===== config.mk =====
export PLATFORM = sky130hd
export DESIGN_NAME = c8x_front
export DESIGN_NICKNAME = d
export VERILOG_FILES = /design/src/design/c8x_pkg.sv /design/src/design/c8x_front.sv
export SDC_FILE = /design/constraint.sdc
export NUM_CORES = 1
export LEC_CHECK = 0
export BUFFER_PORTS_ARGS = -buffer_cell sky130_fd_sc_hd__buf_4
export CORE_ASPECT_RATIO = 1.75
export CORE_MARGIN = 4
export CORE_UTILIZATION = 57
export CTS_CLUSTER_DIAMETER = 30
export CTS_CLUSTER_SIZE = 16
export DETAILED_ROUTE_END_ITERATION = 7
export PLACE_DENSITY = 0.87
export RECOVER_POWER = 100
export SYNTH_ARGS = -nofsm -noshare
export SYNTH_HDL_FRONTEND = slang
export SYNTH_SLANG_ARGS = --single-unit

===== constraint.sdc =====
create_clock -name clk -period 6.6 [get_ports clk]
set_input_delay 0.33 -clock clk [delete_from_list [all_inputs] [get_ports clk]]
set_output_delay 0.33 -clock clk [all_outputs]
set_load 0.02 [all_outputs]

===== src/design/c8x_pkg.sv =====
package c8x_pkg;

  localparam int NumVregs       = 16;
  localparam int StackDepth     = 16;
  localparam int StackW         = $clog2(StackDepth);
  localparam int FontGlyphBytes = 5;
  localparam logic [11:0] ProgramStartReset = 12'd512;
  localparam logic [7:0]  RngReset = 8'h80;

  typedef enum logic [1:0] {
    CMD_EXEC = 2'd0,
    CMD_TICK = 2'd1,
    CMD_DATA = 2'd2,
    CMD_NONE = 2'd3
  } cmd_t;

  typedef enum logic [2:0] {
    KIND_DONE    = 3'd0,
    KIND_WRITE   = 3'd1,
    KIND_READ    = 3'd2,
    KIND_DRAW    = 3'd3,
    KIND_CLEAR   = 3'd4,
    KIND_ILLEGAL = 3'd5
  } kind_t;

  // classified operation passed from front to back
  typedef enum logic [2:0] {
    OP_SIMPLE,
    OP_CLEAR,
    OP_DRAW,
    OP_BCD,
    OP_STORE,
    OP_LOAD
  } op_class_t;

  typedef struct packed {
    logic [1:0]  cmd;
    logic [15:0] opcode;
    logic [15:0] keys;
    logic [7:0]  read_data;
    op_class_t   cls;
    logic        illegal;
  } item_t;

  typedef struct packed {
    logic [2:0]  kind;
    logic [11:0] next_pc;
    logic [11:0] mem_addr;
    logic [7:0]  mem_data;
    logic [7:0]  draw_x;
    logic [7:0]  draw_y;
    logic [3:0]  draw_rows;
    logic        sound_on;
    logic        last;
  } result_t;

  typedef enum logic [1:0] {
    ST_IDLE,
    ST_EMIT,
    ST_CLOSE
  } state_t;

  localparam logic [15:0] OpCls = 16'h00E0;
  localparam logic [15:0] OpRet = 16'h00EE;

  function automatic logic [7:0] rng_step(input logic [7:0] s);
    logic [7:0] a, r, b;
    a = (s << 4) ^ s;
    r = {a[3:0], a[7:4]};
    a = ({r[3:0], 1'b0} ^ r);
    b = (a >> 1) ^ 8'hF8;
    rng_step = a[0] ? (8'h37 ^ b) : (8'h23 ^ b);
  endfunction

endpackage


===== src/design/c8x_front.sv =====
module c8x_front
  import c8x_pkg::*;
(
  input  logic        clk,
  input  logic        rst,
  input  logic        in_valid,
  output logic        in_ready,
  input  logic [1:0]  cmd,
  input  logic [15:0] opcode,
  input  logic [15:0] keys,
  input  logic [7:0]  read_data,
  output logic        q_valid,
  input  logic        q_ready,
  output item_t       q_item
);
  // two-entry queue
  item_t      mem [2];
  logic       wptr, rptr;
  logic [1:0] count;
  item_t      cls_item;
  logic       push, pop;

  always_comb begin
    cls_item = '{cmd: cmd, opcode: opcode, keys: keys, read_data: read_data,
                 cls: OP_SIMPLE, illegal: 1'b0};
    unique case (opcode[15:12])
      4'h0: begin
        if (opcode == OpCls) cls_item.cls = OP_CLEAR;
        else if (opcode != OpRet) cls_item.illegal = 1'b1;
      end
      4'h8: cls_item.illegal = !(opcode[3:0] <= 4'h7 || opcode[3:0] == 4'hE);
      4'hD: cls_item.cls = OP_DRAW;
      4'hE: cls_item.illegal = !(opcode[7:0] == 8'h9E || opcode[7:0] == 8'hA1);
      4'hF: begin
        case (opcode[7:0])
          8'h07, 8'h0A, 8'h15, 8'h18, 8'h1E, 8'h29: ;
          8'h33: cls_item.cls = OP_BCD;
          8'h55: cls_item.cls = OP_STORE;
          8'h65: cls_item.cls = OP_LOAD;
          default: cls_item.illegal = 1'b1;
        endcase
      end
      default: ;
    endcase
  end

  assign in_ready = (count != 2'd2);
  assign push     = in_valid && in_ready;
  assign q_valid  = (count != 2'd0);
  assign pop      = q_valid && q_ready;
  assign q_item   = mem[rptr];

  always_ff @(posedge clk) begin
    if (push) mem[wptr] <= cls_item;
  end

  always_ff @(posedge clk) begin
    if (rst) begin
      wptr <= 1'b0;
      rptr <= 1'b0;
      count <= 2'd0;
    end else begin
      if (push) wptr <= ~wptr;
      if (pop) rptr <= ~rptr;
      count <= count + {1'b0, push} - {1'b0, pop};
    end
  end
endmodule


==> metrics.log, run 1 <==
[metrics] outcome: complete, but fails checks
[metrics] failing checks: capacitance limit, slew limit
[metrics] Final Instance Area: around 0.0047 mm²
[metrics] Design Power: 1.81 mW
[metrics] top post-synthesis cells by area: edfxtp_1 71%, mux2_1 9.0%, mux2_2 4.3%, dfxtp_1 2.6%, xnor2_1 0.67%
[metrics] total nets after synthesis: 264
[metrics] CTS H-tree depth: 3
[metrics] R2R depth: 4
[metrics] I/O pin count: 94
[metrics] Synth Warn #: 0
[metrics] Antenna Cells: 0
[metrics] largest net degree at the start of global routing: 47
[metrics] terminus of the critical flop-to-flop path: mem[0][25]
[metrics] proportion of netlist area held by the largest area contributor: 70.9%
[metrics] peak supply drop: about 0.00026 V
[metrics] library cell with the largest summed area after synthesis: edfxtp_1
[metrics] global placer's final weighted congestion: 0.830
[metrics] critical path type: reg -> reg
[metrics] syn avg cell area: 18.0 µm²
[metrics] vias in the first global route: about 2300
[metrics] kind of end point of the critical path: flop
[metrics] Worst slew margin: -38.7%
[metrics] buffers from clock root to sink, at most: 2
[metrics] detailed-route DRC error count: 0
[metrics] transition time at the pin with the least slew margin: 2.08 ns
[metrics] die footprint: 0.00827 mm²
[metrics] commonest cells in the netlist: 92 x edfxtp_1, 31 x mux2_1, 15 x mux2_2
[metrics] area inside the core boundary: ~0.0066 mm²
[metrics] critical path arrival: 3.29 ns
[metrics] wire length of the first global-routing pass: 11.6 mm
[metrics] Lkg Pwr: 1.59 nW
[metrics] flop and latch count out of synthesis: 97
[metrics] CP Data Required Time: 6.53 ns
[metrics] top-count cell post-synth: edfxtp_1
[metrics] initial antenna violation count: 0
[metrics] Horiz. Die Dim: between 70 and 80 µm
[metrics] gate count after technology mapping: 216
[metrics] max frequency: 297 MHz
[metrics] setup violators final: 0
[metrics] unrepaired setup endpoints after global routing: false
[metrics] Final Routed Wirelength: 7.09 mm
[metrics] share of final-layout standard cells stronger than drive strength 1: 17.6%
[metrics] Crit Path Max Fanout: 27
[metrics] quantity of I/O buffers inserted on ports: 93
[metrics] largest incremental delay on the critical path: 1.19 ns
[metrics] instance area after placement: between 0.004 and 0.005 mm²
[metrics] HP Start: rst
[metrics] number of cells traversed by the worst hold path: 2
[metrics] post-route minimum period: 3.36 ns
[metrics] vias post-DR: 2180
[metrics] Via-to-Cell Ratio: 5.45
[metrics] Critical-path top delay cell: clkbuf_1
[metrics] Total Routing Usage GR: 18.6%
[metrics] number of enable flip-flop cells after synthesis: 92
[metrics] Chip Height: about 120 µm
[metrics] Power Density: 385 mW/mm²
[metrics] number of CTS-inserted buffers: 9
[metrics] crit-path cells: nand2b_1 > nand2_1 > nor2_1 > clkbuf_1
[metrics] CP Launch Type: flop
[metrics] sequential area share after synthesis: 73.5%
[metrics] Final Hold Violating Endpoints: 0
[metrics] number of maximum-capacitance constraint violations: 4
[metrics] clock latency reported for the late side of the worst-skew pair: about 0.33 ns
[metrics] Detail Placement HPWL: about 5.0 mm
[metrics] sum of overflow across all layers after global routing: 0
[metrics] TritonCTS clock tree: done
[metrics] number of nets with antenna violations after detailed routing: 0
[metrics] endpoint of the worst hold path: count[0]
[metrics] effective utilization at floorplan: 59.1%
[metrics] setup slack of the worst register-to-register path: about 3.2 ns
[metrics] share of flip-flops with an asynchronous set or reset: 0%
[metrics] Layout Area Growth over Synthesis: 20.5%
[metrics] Slew Limit Fails: 143
[metrics] fill cell instance count of the final layout: a little under 500
[metrics] Worst Hold Class: in -> reg
[metrics] number of distinct library cell variants in the gate-level netlist after synthesis: between 40 and 50
[metrics] Initial DRC Count: 112
[metrics] Sum Neg Setup Slack: 0 ns
[metrics] CTS root buf: clkbuf_16
[metrics] Reg clk slew, reported paths: 0.06 ns
[metrics] Core Rows: 39
[metrics] post-route clock skew: 0.00697 ns
[metrics] post-synthesis instance area: 0.00390 mm²
[metrics] number of setup buffers added after CTS: 0
[metrics] number of nets at the end of the flow: 361
[metrics] most common flop cell mapped by yosys: edfxtp_1
[metrics] launch instance of the worst register-to-register path: count[0]
[metrics] number of buffers inserted by hold repair at cts: 0
[metrics] number of gates resized after cts: 0
[metrics] Wirelength per Cell: 17.7 µm
[metrics] fin crit share: between 50% and 60%
[metrics] First-pass DRT Iterations: 4
[metrics] clock sink total: 97
layer usage:
metal / share of wire (%) / track usage (%)
met5: 0 / 0
met4: 2.4 / 9.11
met3: 4.4 / 4.45
met2: 58 / 33.6
met1: 36 / 19.6
cell usage in the layout, fill, tap and decap left out, types with 2 or more instances in the layout:
cell / n
mux2_1: 32
a22oi_1: 2
a21oi_1: 2
bufinv_16: 2
and3b_1: 2
o211ai_1: 2
and3_1: 2
a41oi_1: 2
xor2_1: 3
nand3_1: 2
clkbuf_4: 17
xnor2_1: 3
buf_4: 5
ha_1: 2
inv_1: 4
clkinvlp_4: 2
nor3b_1: 2
clkbuf_8: 2
nor2_1: 6
nor3_1: 2
nor4_1: 2
mux2_2: 14
nand2_1: 5
o21ai_1: 2
nand2b_1: 2
dfxtp_1: 5
clkbuf_16: 9
edfxtp_1: 92
nand4_1: 3
clkbuf_1: 73
cell type report:
| class | instances | area [µm²] | area share (%) |
|---|---|---|---|
| clock inverters | 4 | 75.1 | 1.60 |
| repair buffers | 94 | 435 | 9.27 |
| multi-input cells | 107 | 948 | 20.2 |
| flip-flops and latches | 97 | 2860 | 61.0 |
| clock buffers | 12 | 256 | 5.46 |
| inverters | 4 | 15.0 | 0.320 |
| well taps | 82 | 103 | 2.18 |
cells by family after synthesis:
kind of cell,Yosys count,share of synthesized area (%)
multiplexers,46,13.3
adder cells (fa/ha/maj),2,0.642
buffers and inverters,12,1.80
flip-flops,97,73.5
AND/OR/NAND/NOR,38,6.49
AO/OA/AOI/OAI,15,2.95
XOR/XNOR,6,1.35
sequential cells by signal (all words and copies together), names as in the netlist, named ones only:
name   count
mem       92
count      2
rptr       1
wptr       1
report_power, final:
group	total, mW	switching, mW	internal (mW)
sequential	0.843	0.0565	0.786
clock	0.549	0.197	0.352
combinational	0.417	0.267	0.150
through the flow:
stage	cells	setup slack (ns)	hold WS, ns	utilization [%]
after floorplan	216	3.49	0.402	-
after global placement	384	4.62	0.492	70.7
after detailed placement	384	4.59	0.507	70.7
after CTS	400	4.21	0.166	75.8
after global routing	400	2.86	0.188	71.3
final	400	3.24	0.189	71.3
worst max-delay path, delay by kind of cell (launching register included):
kind,cells,cell delay [ns]
AND/OR/NAND/NOR,3,1.42
buffers and inverters,1,1.19
flip-flops,1,0.34
how the worst max path moves through the flow:
stage                         from  depth (start not counted)  slack [ns]         end
final                     count[0]                          4        3.24  mem[0][25]
after global routing      count[0]                          4        2.86   mem[0][3]
after CTS                     flop                          2        4.21  q_item[43]
after detailed placement      flop                          2        4.59  q_item[43]
after global placement        flop                          2        4.62  q_item[34]
after floorplan           count[0]                          3        3.49   mem[0][0]
(Power assumes the default switching activity.)
==> run 2: changes to the inputs <==
Settings changed: CORE_UTILIZATION 57 to 48, PLACE_DENSITY 0.87 to 0.79.
Clock period 6.6 ns to 3 ns, I/O delays scaled along.
==> metrics.log, run 2 (synthesis gave the netlist of run 1 again) <==
[metrics] setup slack of the worst register-to-register path: 0.68 ns
[metrics] Worst Hold Class: in -> reg
[metrics] number of gates resized after cts: 0
[metrics] global placer's final weighted congestion: 0.809
[metrics] launch instance of the worst register-to-register path: count[0]
[metrics] number of nets at the end of the flow: 393
[metrics] buffers from clock root to sink, at most: 2
[metrics] Antenna Cells: 0
[metrics] commonest cells after routing, fill and taps aside: 92 x edfxtp_1, 62 x clkbuf_1, 32 x mux2_1, 27 x dlygate4sd3_1, 27 x clkbuf_4
[metrics] Worst slew margin: 12.5%
[metrics] Reg clk slew, reported paths: 0.06 ns
[metrics] Slew Limit Fails: 0
[metrics] Lkg Pwr: 1.75 nW
[metrics] largest net degree at the start of global routing: 25
[metrics] CTS H-tree depth: 3
[metrics] fill cell instance count of the final layout: 622
[metrics] Detail Placement HPWL: roughly 5.5 mm
[metrics] R2R depth: 4
[metrics] Final Hold Violating Endpoints: 0
[metrics] CP Data Required Time: 2.85 ns
[metrics] effective utilization at floorplan: 49.3%
[metrics] HP Start: rst
[metrics] I/O pin count: 94
[metrics] number of nets with antenna violations after detailed routing: 0
[metrics] critical path arrival: ~2.3 ns
[metrics] CTS root buf: clkbuf_16
[metrics] wire length of the first global-routing pass: 12.0 mm
[metrics] First-pass DRT Iterations: 4
[metrics] outcome: complete, no violations
[metrics] most flop-heavy register: mem
[metrics] quantity of I/O buffers inserted on ports: 93
[metrics] terminus of the critical flop-to-flop path: mem[0][23]
[metrics] vias in the first global route: 2413
[metrics] Chip Height: 127 µm
[metrics] CP Launch Type: flop
[metrics] Final Instance Count excl. Fillers: 440
[metrics] setup violators final: 0
[metrics] number of cells traversed by the worst hold path: 2
[metrics] Core Rows: between 40 and 50
[metrics] Layout Area Growth over Synthesis: 28.5%
[metrics] share of the core filled with cells in the final layout: 63.3%
[metrics] Wirelength per Cell: 17.6 µm
[metrics] Initial DRC Count: 94
[metrics] smallest setup slack after layout: 0.601 ns
[metrics] max FFs per register: 92
[metrics] max frequency: 417 MHz
[metrics] clock sink total: 97
[metrics] area inside the core boundary: around 0.008 mm²
[metrics] Worst Setup Slack post-DPL: about 1.2 ns
[metrics] post-route minimum period: about 2.4 ns
[metrics] initial antenna violation count: 0
[metrics] placed insts: 397
[metrics] Critical-path top delay cell: dfxtp_2
[metrics] Sum Neg Setup Slack: 0 ns
[metrics] area of the multi-input gates: 953 µm²
[metrics] sum of overflow across all layers after global routing: 0
[metrics] number of maximum-capacitance constraint violations: 0
[metrics] Final Routed Wirelength: 7.75 mm
[metrics] Via-to-Cell Ratio: 5.19
[metrics] unrepaired setup endpoints after global routing: false
[metrics] Horiz. Die Dim: 76.1 µm
[metrics] largest incremental delay on the critical path: 0.71 ns
[metrics] Crit Path Max Fanout: 24
[metrics] die footprint: 0.00968 mm²
[metrics] fin crit share: 80.0%
[metrics] largest registers: mem (92), count (2)
[metrics] number of CTS-inserted buffers: 9
[metrics] TritonCTS clock tree: done
[metrics] CP most frequent cell: clkbuf_1
[metrics] endpoint of the worst hold path: wptr
[metrics] detailed-route DRC error count: 0
[metrics] most common library cell in the layout ignoring fill and taps: edfxtp_1
[metrics] transition time at the pin with the least slew margin: 1.31 ns
[metrics] share of final-layout standard cells stronger than drive strength 1: 20.6%
[metrics] peak supply drop: 0.000431 V
[metrics] Power Density: 779 mW/mm²
[metrics] vias post-DR: about 2300
[metrics] critical path type: reg -> out
[metrics] Total Routing Usage GR: between 10% and 20%
[metrics] kind of end point of the critical path: primary output
[metrics] crit-path cells: clkbuf_1 > mux2_1 > clkbuf_1
[metrics] clock latency reported for the late side of the worst-skew pair: 0.33 ns
[metrics] sequential standard cell area: between 0.002 and 0.003 mm²
[metrics] post-route clock skew: about 0.0066 ns
## run 2: cell types whose count changed in the layout (fill, tap and decap cells not counted), moves of 2 or more
cell           previous run  this run
buf_4                     5         8
clkbuf_1                 73        62
clkbuf_2                  0         2
clkbuf_4                 17        27
clkbuf_8                  2         0
clkinv_1                  0         2
clkinv_2                  0         3
clkinvlp_4                2         0
dlygate4sd3_1             0        27
## run 2: worst max-delay path, delay by kind of cell, from the launching register on
family / cells / cell delay, ns
buffers and inverters: 2 / 0.82
flip-flops: 1 / 0.71
multiplexers: 1 / 0.40
## run 2: timing repair
action,4_1_cts,5_1_grt
hold buffers,27,0
buffers inserted,0,0
endpoints found under the hold margin,54,0
setup endpoints to repair,0,0
## run 2: routing by layer
metal | up-vias | global-route usage [%] | wire (µm)
li1 | 1107 | - | -
met1 | 1102 | 17.1 | 2850
met2 | 55 | 29.6 | 4350
met3 | 19 | 3.74 | 283
met4 | 0 | 8.96 | 259
met5 | - | 0 | 0
## run 2: worst max-delay path by stage
stage              from          to  slack, ns
2_1_floorplan  count[0]   mem[0][0]       0.65
3_3_place_gp       flop   q_item[5]       1.30
3_5_place_dp       flop  q_item[25]       1.25
4_1_cts            flop  q_item[25]       0.89
5_1_grt            flop  q_item[34]       0.42
6_report           flop  q_item[14]       0.60
## run 2: layout make-up
class | instances | area share, %
timing repair buffer | 126 | 15.5
sequential | 97 | 57.2
multi-input combinational | 107 | 19.0
tap | 90 | 2.25
clock buffer | 9 | 4.50
clock inverter | 7 | 1.22
inverter | 4 | 0.300
## run 2: per-stage QoR
step	instance area [µm²]	hold slack [ns]	power (mW)
2_1_floorplan	3900	0.222	2.51
3_3_place_gp	4710	0.335	2.99
3_5_place_dp	4710	0.338	3.02
4_1_cts	5260	0.00389	4.14
5_1_grt	5010	0.0141	4.09
6_report	5010	0.0213	3.90
## run 2: report_power, final
part	leakage (nW)	total, mW	switching (mW)	internal [mW]
Combinational	0.706	0.999	0.633	0.366
Clock	0.144	1.08	0.448	0.637
Sequential	0.904	1.82	0.0925	1.72
